### config.mk
export PLATFORM = sky130hd
export DESIGN_NAME = most_frequent_letter
export DESIGN_NICKNAME = d
export VERILOG_FILES = /design/src/design/mfl_pkg.sv /design/src/design/mfl_count_mem.sv /design/src/design/mfl_tally.sv /design/src/design/most_frequent_letter.sv
export SDC_FILE = /design/constraint.sdc
export NUM_CORES = 2
export LEC_CHECK = 0
export BUFFER_PORTS_ARGS = -buffer_cell sky130_fd_sc_hd__buf_4
export CORE_AREA = 8 8 352 354
export CTS_CLUSTER_SIZE = 10
export DETAILED_ROUTE_END_ITERATION = 10
export DIE_AREA = 0 0 360 362
export PLACE_DENSITY_LB_ADDON = 0.2
export SETUP_SLACK_MARGIN = 0.5
export SYNTH_ARGS = -nofsm -noshare
export SYNTH_HDL_FRONTEND = slang
export SYNTH_SLANG_ARGS = --single-unit
### constraint.sdc
create_clock -name aclk -period 8.8 [get_ports aclk]
set_clock_uncertainty 0.2 [all_clocks]
set_input_delay 1.32 -clock aclk [delete_from_list [all_inputs] [get_ports aclk]]
set_output_delay 1.32 -clock aclk [all_outputs]
set_load 0.01 [all_outputs]
### src/design/mfl_pkg.sv
// ----------------------------------------------------------------------------
// mfl_pkg
// Shared constants, types and the letter-slot decode for the most frequent
// letter block.
// ----------------------------------------------------------------------------
package mfl_pkg;

    localparam longint unsigned MAX_LEN_DEF = 64'd65535;
    localparam int NUM_LETTERS = 52;
    localparam int SLOT_W = 6;
    localparam int CHAR_W = 8;
    localparam int LOWER_BASE = 26;

    localparam logic [CHAR_W-1:0] CHAR_UPPER_A = 8'h41;
    localparam logic [CHAR_W-1:0] CHAR_UPPER_Z = 8'h5A;
    localparam logic [CHAR_W-1:0] CHAR_LOWER_A = 8'h61;
    localparam logic [CHAR_W-1:0] CHAR_LOWER_Z = 8'h7A;

    typedef logic [SLOT_W-1:0] slot_t;

    typedef struct packed {
        logic  letter;
        slot_t idx;
    } slot_info_t;

    // Write/clear request from the tally stage to the count store.
    typedef struct packed {
        logic  wr_en;
        slot_t wr_slot;
        logic  clear;
    } mfl_wr_ctrl_t;

    // A-Z -> 0..25, a-z -> 26..51, anything else is not a letter.
    function automatic slot_info_t slot_of(input logic [CHAR_W-1:0] c);
        slot_info_t r;
        logic [CHAR_W-1:0] diff;
        r    = '0;
        diff = '0;
        if (c >= CHAR_UPPER_A && c <= CHAR_UPPER_Z) begin
            diff     = c - CHAR_UPPER_A;
            r.letter = 1'b1;
            r.idx    = diff[SLOT_W-1:0];
        end else if (c >= CHAR_LOWER_A && c <= CHAR_LOWER_Z) begin
            diff     = c - CHAR_LOWER_A + CHAR_W'(LOWER_BASE);
            r.letter = 1'b1;
            r.idx    = diff[SLOT_W-1:0];
        end
        return r;
    endfunction

endpackage

### src/design/mfl_count_mem.sv
// ----------------------------------------------------------------------------
// mfl_count_mem
// Per-letter store of count and first position. One write and one registered
// read per cycle, with bypass of a same-cycle write and per-entry valid bits
// so a clear takes effect at once.
// ----------------------------------------------------------------------------
module mfl_count_mem #(
    parameter int CNT_W = 16
) (
    input  logic                 aclk,
    input  logic                 aresetn,
    input  logic                 rd_en,
    input  mfl_pkg::slot_t       rd_slot,
    input  mfl_pkg::mfl_wr_ctrl_t wr_ctrl,
    input  logic [CNT_W-1:0]     wr_count,
    input  logic [CNT_W-1:0]     wr_first,
    output logic                 rd_hit,
    output logic [CNT_W-1:0]     rd_count,
    output logic [CNT_W-1:0]     rd_first
);
    import mfl_pkg::*;

    logic [2*CNT_W-1:0]     mem [NUM_LETTERS];
    logic [NUM_LETTERS-1:0] valid_reg;
    logic [2*CNT_W-1:0]     rd_data_reg;
    logic                   rd_hit_reg;
    logic                   bypass;

    assign bypass = wr_ctrl.wr_en && (wr_ctrl.wr_slot == rd_slot);

    always_ff @(posedge aclk) begin
        if (wr_ctrl.wr_en) begin
            mem[wr_ctrl.wr_slot] <= {wr_first, wr_count};
        end
    end

    always_ff @(posedge aclk) begin
        if (!aresetn) begin
            valid_reg <= '0;
        end else if (wr_ctrl.clear) begin
            valid_reg <= '0;
        end else if (wr_ctrl.wr_en) begin
            valid_reg[wr_ctrl.wr_slot] <= 1'b1;
        end
    end

    always_ff @(posedge aclk) begin
        if (!aresetn) begin
            rd_hit_reg <= 1'b0;
        end else if (rd_en) begin
            // a clear in the same cycle empties the store for this read
            rd_hit_reg <= !wr_ctrl.clear && (bypass || valid_reg[rd_slot]);
        end
    end

    always_ff @(posedge aclk) begin
        if (rd_en) begin
            rd_data_reg <= bypass ? {wr_first, wr_count} : mem[rd_slot];
        end
    end

    assign rd_hit   = rd_hit_reg;
    assign rd_count = rd_data_reg[CNT_W-1:0];
    assign rd_first = rd_data_reg[2*CNT_W-1:CNT_W];

endmodule

### src/design/mfl_tally.sv
// ----------------------------------------------------------------------------
// mfl_tally
// Item stage: takes the byte with its looked-up count, bumps the count,
// tracks position, leader and saturation, and emits the result on the
// last byte of a string.
// ----------------------------------------------------------------------------
module mfl_tally #(
    parameter longint unsigned MAX_LEN = mfl_pkg::MAX_LEN_DEF,
    parameter int              CNT_W   = 16
) (
    input  logic                        aclk,
    input  logic                        aresetn,
    input  logic                        advance,
    input  logic                        in_valid,
    input  logic [mfl_pkg::CHAR_W-1:0]  in_char,
    input  logic                        in_last,
    input  logic                        rd_hit,
    input  logic [CNT_W-1:0]            rd_count,
    input  logic [CNT_W-1:0]            rd_first,
    output mfl_pkg::mfl_wr_ctrl_t       wr_ctrl,
    output logic [CNT_W-1:0]            wr_count,
    output logic [CNT_W-1:0]            wr_first,
    output logic                        hold_last,
    output logic                        res_valid,
    output logic [mfl_pkg::CHAR_W-1:0]  res_letter,
    output logic                        res_saturated
);
    import mfl_pkg::*;

    localparam logic [CNT_W-1:0] MAX_CNT = CNT_W'(MAX_LEN);

    logic                 st_valid_reg;
    logic [CHAR_W-1:0]    char_reg;
    logic                 last_reg;

    logic [CNT_W-1:0]     pos_reg, pos_next;
    logic [CHAR_W-1:0]    best_letter_reg, best_letter_next;
    logic [CNT_W-1:0]     best_count_reg, best_count_next;
    logic [CNT_W-1:0]     best_first_reg, best_first_next;
    logic [CHAR_W-1:0]    opening_reg, opening_next;
    logic                 overflow_reg, overflow_next;

    slot_info_t           info;
    logic                 fire;
    logic                 pos_sat;
    logic [CNT_W-1:0]     cnt_old;
    logic [CNT_W-1:0]     cnt_new;
    logic [CNT_W-1:0]     first_pos;
    logic                 take;

    always_ff @(posedge aclk) begin
        if (!aresetn) begin
            st_valid_reg <= 1'b0;
        end else if (advance) begin
            st_valid_reg <= in_valid;
        end
    end

    always_ff @(posedge aclk) begin
        if (advance) begin
            char_reg <= in_char;
            last_reg <= in_last;
        end
    end

    assign fire    = advance && st_valid_reg;
    assign info    = slot_of(char_reg);
    assign pos_sat = (pos_reg == MAX_CNT);
    assign cnt_old = rd_hit ? rd_count : '0;
    assign first_pos = (cnt_old == '0) ? pos_reg : rd_first;
    assign cnt_new = (cnt_old < MAX_CNT) ? cnt_old + 1'b1 : cnt_old;

    assign take = info.letter && ((best_count_reg == '0) || (char_reg == best_letter_reg) ||
                  (cnt_new > best_count_reg) ||
                  ((cnt_new == best_count_reg) && (first_pos < best_first_reg)));

    always_comb begin
        pos_next         = pos_sat ? pos_reg : pos_reg + 1'b1;
        opening_next     = (pos_reg == '0) ? char_reg : opening_reg;
        overflow_next    = overflow_reg || pos_sat || (info.letter && (cnt_new == MAX_CNT));
        best_letter_next = take ? char_reg  : best_letter_reg;
        best_count_next  = take ? cnt_new   : best_count_reg;
        best_first_next  = take ? first_pos : best_first_reg;
    end

    always_ff @(posedge aclk) begin
        if (!aresetn) begin
            pos_reg         <= '0;
            best_letter_reg <= '0;
            best_count_reg  <= '0;
            best_first_reg  <= '0;
            opening_reg     <= '0;
            overflow_reg    <= 1'b0;
        end else if (fire) begin
            if (last_reg) begin
                pos_reg         <= '0;
                best_letter_reg <= '0;
                best_count_reg  <= '0;
                best_first_reg  <= '0;
                opening_reg     <= '0;
                overflow_reg    <= 1'b0;
            end else begin
                pos_reg         <= pos_next;
                best_letter_reg <= best_letter_next;
                best_count_reg  <= best_count_next;
                best_first_reg  <= best_first_next;
                opening_reg     <= opening_next;
                overflow_reg    <= overflow_next;
            end
        end
    end

    always_comb begin
        wr_ctrl.wr_en   = fire && info.letter;
        wr_ctrl.wr_slot = info.idx;
        wr_ctrl.clear   = fire && last_reg;
    end

    assign wr_count = cnt_new;
    assign wr_first = first_pos;

    assign hold_last     = st_valid_reg && last_reg;
    assign res_valid     = fire && last_reg;
    assign res_letter    = (best_count_next != '0) ? best_letter_next : opening_next;
    assign res_saturated = overflow_next;

endmodule

### src/design/most_frequent_letter.sv
// ----------------------------------------------------------------------------
// most_frequent_letter
// Streams a byte string and returns its most frequent letter.
// ----------------------------------------------------------------------------
// Usage:
//   s_* channel: one string byte per request, s_tlast on the final byte.
//   m_* channel: one result per string, sent after its final byte.
//   Letters A-Z and a-z are counted separately; ties go to the letter seen
//   first. A string with no letter returns its first byte. m_tuser is set
//   when a letter count or the byte position reached MAX_LEN.
// Timing:
//   One byte per cycle sustained while no final byte waits for the output
//   register. The count store is read on the edge that takes the final byte;
//   the item stage then does the count update and leader compare and loads
//   the output register once that register is free.
//   The store read is bypassed from the write of the previous byte, so the
//   same letter may arrive on consecutive cycles.
// Reset and stall:
//   aresetn (synchronous) clears counts, leader, position and the output.
//   While a result waits on m_tready, bytes keep flowing; only the final
//   byte of the next string holds, and the input with it, until the output register is free.
// ----------------------------------------------------------------------------
module most_frequent_letter #(
    parameter longint unsigned MAX_LEN = mfl_pkg::MAX_LEN_DEF
) (
    input  logic                       aclk,
    input  logic                       aresetn,
    input  logic                       s_tvalid,
    output logic                       s_tready,
    input  logic [mfl_pkg::CHAR_W-1:0] s_tdata,   // [7:0] char_code
    input  logic                       s_tlast,   // last_byte
    output logic                       m_tvalid,
    input  logic                       m_tready,
    output logic [mfl_pkg::CHAR_W-1:0] m_tdata,   // [7:0] most_frequent
    output logic                       m_tuser    // [0] saturated
);
    import mfl_pkg::*;

    localparam int CNT_W = $clog2(MAX_LEN + 64'd1);

    logic              advance;
    logic              accept;
    slot_info_t        in_info;
    mfl_wr_ctrl_t      wr_ctrl;
    logic [CNT_W-1:0]  wr_count;
    logic [CNT_W-1:0]  wr_first;
    logic              rd_hit;
    logic [CNT_W-1:0]  rd_count;
    logic [CNT_W-1:0]  rd_first;
    logic              hold_last;
    logic              res_valid;
    logic [CHAR_W-1:0] res_letter;
    logic              res_saturated;

    logic              m_valid_reg;
    logic [CHAR_W-1:0] m_data_reg;
    logic              m_user_reg;

    // only a final byte in the item stage waits for the output register
    assign advance  = !(hold_last && m_valid_reg && !m_tready);
    assign s_tready = advance;
    assign accept   = s_tvalid && advance;
    assign in_info  = slot_of(s_tdata);

    mfl_count_mem #(
        .CNT_W (CNT_W)
    ) u_mem (
        .aclk     (aclk),
        .aresetn  (aresetn),
        .rd_en    (accept && in_info.letter),
        .rd_slot  (in_info.idx),
        .wr_ctrl  (wr_ctrl),
        .wr_count (wr_count),
        .wr_first (wr_first),
        .rd_hit   (rd_hit),
        .rd_count (rd_count),
        .rd_first (rd_first)
    );

    mfl_tally #(
        .MAX_LEN (MAX_LEN),
        .CNT_W   (CNT_W)
    ) u_tally (
        .aclk          (aclk),
        .aresetn       (aresetn),
        .advance       (advance),
        .in_valid      (accept),
        .in_char       (s_tdata),
        .in_last       (s_tlast),
        .rd_hit        (rd_hit),
        .rd_count      (rd_count),
        .rd_first      (rd_first),
        .wr_ctrl       (wr_ctrl),
        .wr_count      (wr_count),
        .wr_first      (wr_first),
        .hold_last     (hold_last),
        .res_valid     (res_valid),
        .res_letter    (res_letter),
        .res_saturated (res_saturated)
    );

    always_ff @(posedge aclk) begin
        if (!aresetn) begin
            m_valid_reg <= 1'b0;
        end else if (res_valid) begin
            m_valid_reg <= 1'b1;
        end else if (m_tready) begin
            m_valid_reg <= 1'b0;
        end
    end

    always_ff @(posedge aclk) begin
        if (res_valid) begin
            m_data_reg <= res_letter;
            m_user_reg <= res_saturated;
        end
    end

    assign m_tvalid = m_valid_reg;
    assign m_tdata  = m_data_reg;
    assign m_tuser  = m_user_reg;

endmodule
Word level (Yosys, flattened, before mapping)
Memory sizes are Yosys's and may differ from the RTL's. A register that Yosys moved wholly into a read port is not among the register bits.
Index checks and enable logic that the tools add are counted.

storage, ports and cells
  input bits = 13
  latch bits = 0
  memories = 1
  bits in registers = 138
  bits in read-only memories = 0
  word-level logic and storage cells = 108
  output and inout bits = 11
  memory bits (writable) = 1664

cells by class
  bitwise operators = 2
  reductions and logical operators = 36
  mux-type cells = 27
  divide/modulo/power cells = 0
  multipliers = 0
  eq/ne operators = 6
  magnitude comparators = 14
  shift-type cells = 0
  add/sub/neg operators = 8

memories
  name       words  width  read ports  clocked after Yosys merged registers in  write ports  line                 source
  u_mem.mem  52     32     1           1                                        1            mfl_count_mem.sv:23  logic [2*CNT_W-1:0] mem [NUM_LETTERS];

operators with widths
  kind                   count
  $mux 16                9
  $or 52x52->52          1
  $logic_not 16->1       3
  $mux 8                 5
  $add 16x1->16 const B  2
  $eq 16x16->1 const B   2
  $ge 8x7->1 const B     4
  $le 8x7->1 const B     4
  $mux 7                 4
  $logic_and 1x1->1      18
  $eq 16x16->1           1
  $gt 16x16->1           1
  $lt 16x16->1           1
  $lt 16x16->1 const B   1
  $reduce_bool 16->1     1
  $lt 6x7->1 const B     2
  $add 6x5->6 const B    2
  $sub 6x1->6 const B    2
  $sub 6x6->6 const B    2
  $eq 8x8->1             1
  $mux 1                 7
  $bmux 1 s6             1
  $demux 1 s6            1
  $eq 6x6->1             1
  8 further kinds        17

Logic depth before layout (Yosys ltp)
  depth in word-level cells = 10
  gate-level depth with buffers = 20
  depth with buffers taken out = 17

Cells and area by module
Synthesis repeated with hierarchy kept, for this count alone.

second synthesis, totals
  cells, all modules = 3594
  area total of the unflattened synthesis = 72419.5 um^2

modules (own cells, without submodules)
  module                area each (um^2)  sequential area each (um^2)  cells each  instances
  mfl_count_mem         66553.8           51989.9                      2929        1
  mfl_tally             5181.2            1591.5                       601         1
  most_frequent_letter  684.4             290.3                        64          1

Worst setup path before layout
No wires, ideal clock.

  path type = reg-to-reg
  start = reg u_mem.rd_data_reg[2], read port of u_mem.mem
  end = reg u_tally.best_first_reg[0]
  setup time = 0.125 ns
  cell stages (with the launch flop) = 18
  clock period less this slack = 7.432 ns
  setup slack = 1.368 ns
  arrival = 7.106 ns
  data required time = 8.475 ns
  path buffers = 3
  path through = edfxtp_1 > and4_1 > clkbuf_1 > nand3_1 > nand2b_1 > o41ai_1 > ha_1 > nand4_1 > or4_1 > a211oi_1 > o221ai_1 > a31oi_1 > o21a_1 > o21ai_1 > and2_1 > clkbuf_1 > clkbuf_1 > a22o_1

between the ends
  word-level cells in the longest chain between the ends = 9
  elaborated cells on any way between the ends = 17
  classes of those cells = add/sub (1); order compare (3); eq/ne (1); mux (5); reduce/logical (7)

ends and longest elaborated chain
  element                                                       line                              source
  start, declared                                               mfl_count_mem.sv:25               logic [2*CNT_W-1:0] rd_data_reg;
  $mux 16 (*)                                                   mfl_tally.sv:69                   assign cnt_old = rd_hit ? rd_count : '0;
  $add 16x1->16 / $lt 16x16->1 (equally long branches)          mfl_tally.sv:71                   assign cnt_new = (cnt_old < MAX_CNT) ? cnt_old + 1'b1 : cnt_old;
  $mux 16 (*)                                                   mfl_tally.sv:71
  via u_mem.wr_count[15]                                        mfl_count_mem.sv:15               input logic [CNT_W-1:0] wr_count,
  $gt 16x16->1 / $eq 16x16->1 (equally long branches)           mfl_tally.sv:74, mfl_tally.sv:75
  $logic_or 1x1->1 / $logic_and 1x1->1 (equally long branches)  mfl_tally.sv:73, mfl_tally.sv:75
  $logic_or 1x1->1 (*)                                          mfl_tally.sv:74                   (cnt_new > best_count_reg) ||
  $logic_and 1x1->1 (*)                                         mfl_tally.sv:73                   assign take = info.letter && ((best_count_reg == '0) || (char_reg == best_letter_reg) ||
  $reduce_bool 2->1 (no line) (*)                               n/a
  $reduce_and 2->1 (no line) (*)                                n/a
  end signal, assigned                                          mfl_tally.sv:106                  best_first_reg <= best_first_next;
  end, declared                                                 mfl_tally.sv:39                   logic [CNT_W-1:0] best_first_reg, best_first_next;

Mark *: on every way through the listed nets, which the timed path passes. The rest lies on a longest branch. The select of a mux whose other input is x is not followed.
A chain may end at the register's enable or synchronous reset.

Final worst setup path
  start = reg u_mem.rd_hit_reg (netlist: u_mem.rd_hit)
  end = reg m_data_reg[4] (netlist: m_tdata[4]), data pin

between the ends
  word-level cells in the longest chain between the ends = 10
  elaborated cells on any way between the ends = 17
  classes of those cells = add/sub (1); order compare (3); eq/ne (1); mux (6); reduce/logical (6)

ends and longest elaborated chain
  element                                                       line                              source
  start, declared                                               mfl_count_mem.sv:26               logic rd_hit_reg;
  start signal, assigned                                        mfl_count_mem.sv:52               rd_hit_reg <= !wr_ctrl.clear && (bypass || valid_reg[rd_slot]);
  $mux 16 (*)                                                   mfl_tally.sv:69
  $add 16x1->16 / $lt 16x16->1 (equally long branches)          mfl_tally.sv:71
  $mux 16 (*)                                                   mfl_tally.sv:71
  via u_mem.wr_count[9]                                         mfl_count_mem.sv:15
  $gt 16x16->1 / $eq 16x16->1 (equally long branches)           mfl_tally.sv:74, mfl_tally.sv:75
  $logic_or 1x1->1 / $logic_and 1x1->1 (equally long branches)  mfl_tally.sv:73, mfl_tally.sv:75
  $logic_or 1x1->1                                              mfl_tally.sv:74
  $logic_and 1x1->1                                             mfl_tally.sv:73
  $mux 16                                                       mfl_tally.sv:82                   best_count_next = take ? cnt_new : best_count_reg;
  $reduce_bool 16->1                                            mfl_tally.sv:124                  assign res_letter = (best_count_next != '0) ? best_letter_next : opening_next;
  $mux 8 (*)                                                    mfl_tally.sv:124
  via res_letter[4]                                             most_frequent_letter.sv:52        logic [CHAR_W-1:0] res_letter;
  end signal, assigned                                          most_frequent_letter.sv:114       m_data_reg <= res_letter;
  end, declared                                                 most_frequent_letter.sv:56        logic [CHAR_W-1:0] m_data_reg;

Mark *: on every way through the listed nets, which the timed path passes. The rest lies on a longest branch.

==> results.yml <==
status:
  status: "finished clean"
worst_setup_path:
  critPathLaunchType: "flop"
  crit_chain: "inv_1, nor4b_1, buf_4, a211oi_1, xnor2_1, nor2_4, buf_4, ha_1, nand4_1, or4_1, a211oi_1, o221ai_1, a31oi_1, o21a_1, a31o_2, nand2_1, mux2_1"
  reg2reg_depth: 17
  cpMaxStageDelayCell: "dfxtp_1"
  crit_family: "compound AO/OA/AOI/OAI gates"
  cp.required_ns: 9.16
  critPathMaxFanout: 57
  rr_startpoint: "u_mem.rd_hit"
  worst_ep_arrival_time_ns: 7.03
  path_class: "flop to flop"
  worst-path-stages: 17
  startpoint: "u_mem.rd_hit"
  end_kind: "flop"
  critical_path.max_stage_delay_ns: 0.85
  critPathBufInv: 3
floorplanning:
  placement_rows: 127
  die_w_um: 360
  start_util_pct: 62.3
  core_region_area_sq_um: 119000
  num_io_pins: 24
  die_h_um: 362
  dieArea_sq_um: 130000
min_path:
  holdCritPathClass: "flop to flop"
  hp-start: "u_mem.valid_reg[12]"
  hold_depth: 1
synth:
  synth_top_cell_area_share_pct: 69.6
  netlist_instances: 5284
  synth_ff_type: "edfxtp_1"
  yosys_warnings: 0
  yosys_register_bits: 1834
  synth_fa_ha_area_share_pct: 0.710
  synth_nets: 5339
  synthMuxAreaShare_pct: 4.93
  synth-compound-area-share_pct: 6.86
  synth_xor_area_share_pct: 0.343
  synth_edf_count: 1714
  yosysMostFrequentCell: "edfxtp_1"
  netlist_top_cells_count: "edfxtp_1, nand2_1, nand3_1, clkbuf_1, mux2i_1"
  yosysSeqAreaShare_pct: 72.8
  syn_area_sq_um: 74000
  avgSynthCellArea_sq_um: 14.0
  synthTopCellsByArea: "edfxtp_1, nand2_1, dfxtp_1"
  synth_top_family_by_area: "simple AND/OR/NAND/NOR gates"
  ys_async_sr_fraction_pct: 0
  synth_top_area_cell: "edfxtp_1"
  synth_cell_types: 85
  synth-simple-area-share_pct: 12.1
cts:
  post-cts-setup-buffers: 0
  clkLatencyLatePin_ns: 0.83
  cts.path.max_buffers: 3
  clock-sinks: 1834
  root_buffer: "clkbuf_16"
  htree_levels: 4
  post_cts_resize_count: 0
  path_clk_slew_ns: 0.06
  cts_tree: "yes"
  hold_buffers: 0
  numCtsBuffers: 203
sta:
  hold_viol_final: 0
  setup_violations: 0
  finalMaxSlewViolations: 0
  slew_headroom_pct: 20.8
  rsz0062_at_grt: "no"
  post-route-min-period_ns: 6.67
  fmaxAchievable_mhz: 150
  layout_worst_path_cycle_share_pct: 75.8
  worst_pin_slew_ns: 1.16
  timing.setup.tns_ns: 0
route:
  vias: 47600
  viasPerCell: 6.84
  antenna_left: 0
  drc: 0
  dr.pass1.iters: 8
  wirelength_mm: 207
  avgRoutedWirePerCell_um: 29.7
  dr.first_iter.drc_count: 7764
global_route:
  grt.total_usage_pct: 31.1
  grt_max_degree: 173
  grt_pass1_vias: 45100
  grt_pass1_wl_mm: 302
  antenna_found_initial: 5
  grt_overflow_total: 0
layout:
  n_antenna_cell: 0
  drive_gt1_share_pct: 10.9
  largest_reg_flops: 1664
  fin_nets: 5379
  syn_to_final_growth_pct: 11.2
pwr:
  leakage_nw: 27.1
  p_per_area_nw_per_um2: 218
  p_seq_share_pct: 52.9
  swShare_pct: 21.9
  finalPower_mw: 18.0
  p_clk_share_pct: 41.6
  netSwitchingPower_mw: 3.93
  vdd_drop_max_mv: 0.205
  p_comb_share_pct: 5.5
  p_int_mw: 14.0
placed_design:
  place_hpwl_mm: 110
  gp_congestion: 0.898
  port_buffers: 23
flow_run:
  maxCapViolCount: 0
-- power groups by stage --
stage	Combinational, mW	Clock, mW	Sequential [mW]
finish	0.989	7.47	9.50
floorplan	0.623	0	9.66
CTS	0.964	7.53	9.49
detailed placement	0.957	0	9.67
global placement	0.943	0	9.67
global route	1.04	7.86	9.49
-- worst paths after layout --
| path | slack (ns) | endpoint |
|---|---|---|
| setup reg to reg | 2.13 | m_tdata[4] |
| hold / removal | 0.26 | u_mem.valid_reg[12] |
| hold reg to reg | 0.26 | u_mem.valid_reg[12] |
| setup / recovery | 2.13 | m_tdata[4] |
-- cell families (layout without fill, tap and decap cells) --
family / Yosys count / in the layout
compound gates: 664 / 664
xor+xnor: 29 / 29
fa+ha+maj: 42 / 42
buf+inv: 412 / 543
flops: 1834 / 1834
mux: 253 / 253
simple gates: 2050 / 2050
-- metrics by stage --
step	area, sq um	instances	util (%)	worst slack [ns]	hold slack (ns)
2_1_floorplan	74000	5284	-	1.37	0.240
3_3_place_gp	76600	6666	64.5	2.13	0.246
3_5_place_dp	76600	6667	64.5	2.28	0.252
4_1_cts	82300	6963	69.3	2.23	0.264
5_1_grt	82300	6963	69.3	1.87	0.275
6_report	82300	6963	69.3	2.13	0.262
-- layout make-up --
class | instances | area (sq um)
Inverter | 72 | 270
Fill cell | 7696 | 36400
Timing Repair Buffer | 175 | 1440
Clock inverter | 14 | 203
Multi-Input combinational cell | 3038 | 19100
Sequential cell | 1834 | 53900
Clock buffer | 282 | 5470
Tap cell | 1548 | 1940
-- layer usage --
metal | vias up | global-route usage [%] | share of wire [%]
met5 | - | 0 | 0.0034
met4 | 2 | 11.5 | 3.6
met3 | 531 | 7.37 | 14
met2 | 3560 | 46.2 | 45
met1 | 23500 | 45.3 | 38
li1 | 20000 | - | -
-- cell usage in the layout, fill, tap and decap left out, types with 74 or more instances in the layout --
cell / n
edfxtp_1: 1714
a311oi_1: 131
a21oi_1: 93
mux4_2: 88
nand3_1: 400
nor2_1: 89
clkbuf_16: 207
mux2i_1: 152
clkbuf_1: 74
a31oi_1: 75
nand2_1: 1224
buf_4: 165
and3_1: 89
dfxtp_1: 120
Note: power is estimated with default switching activity, not from simulation.
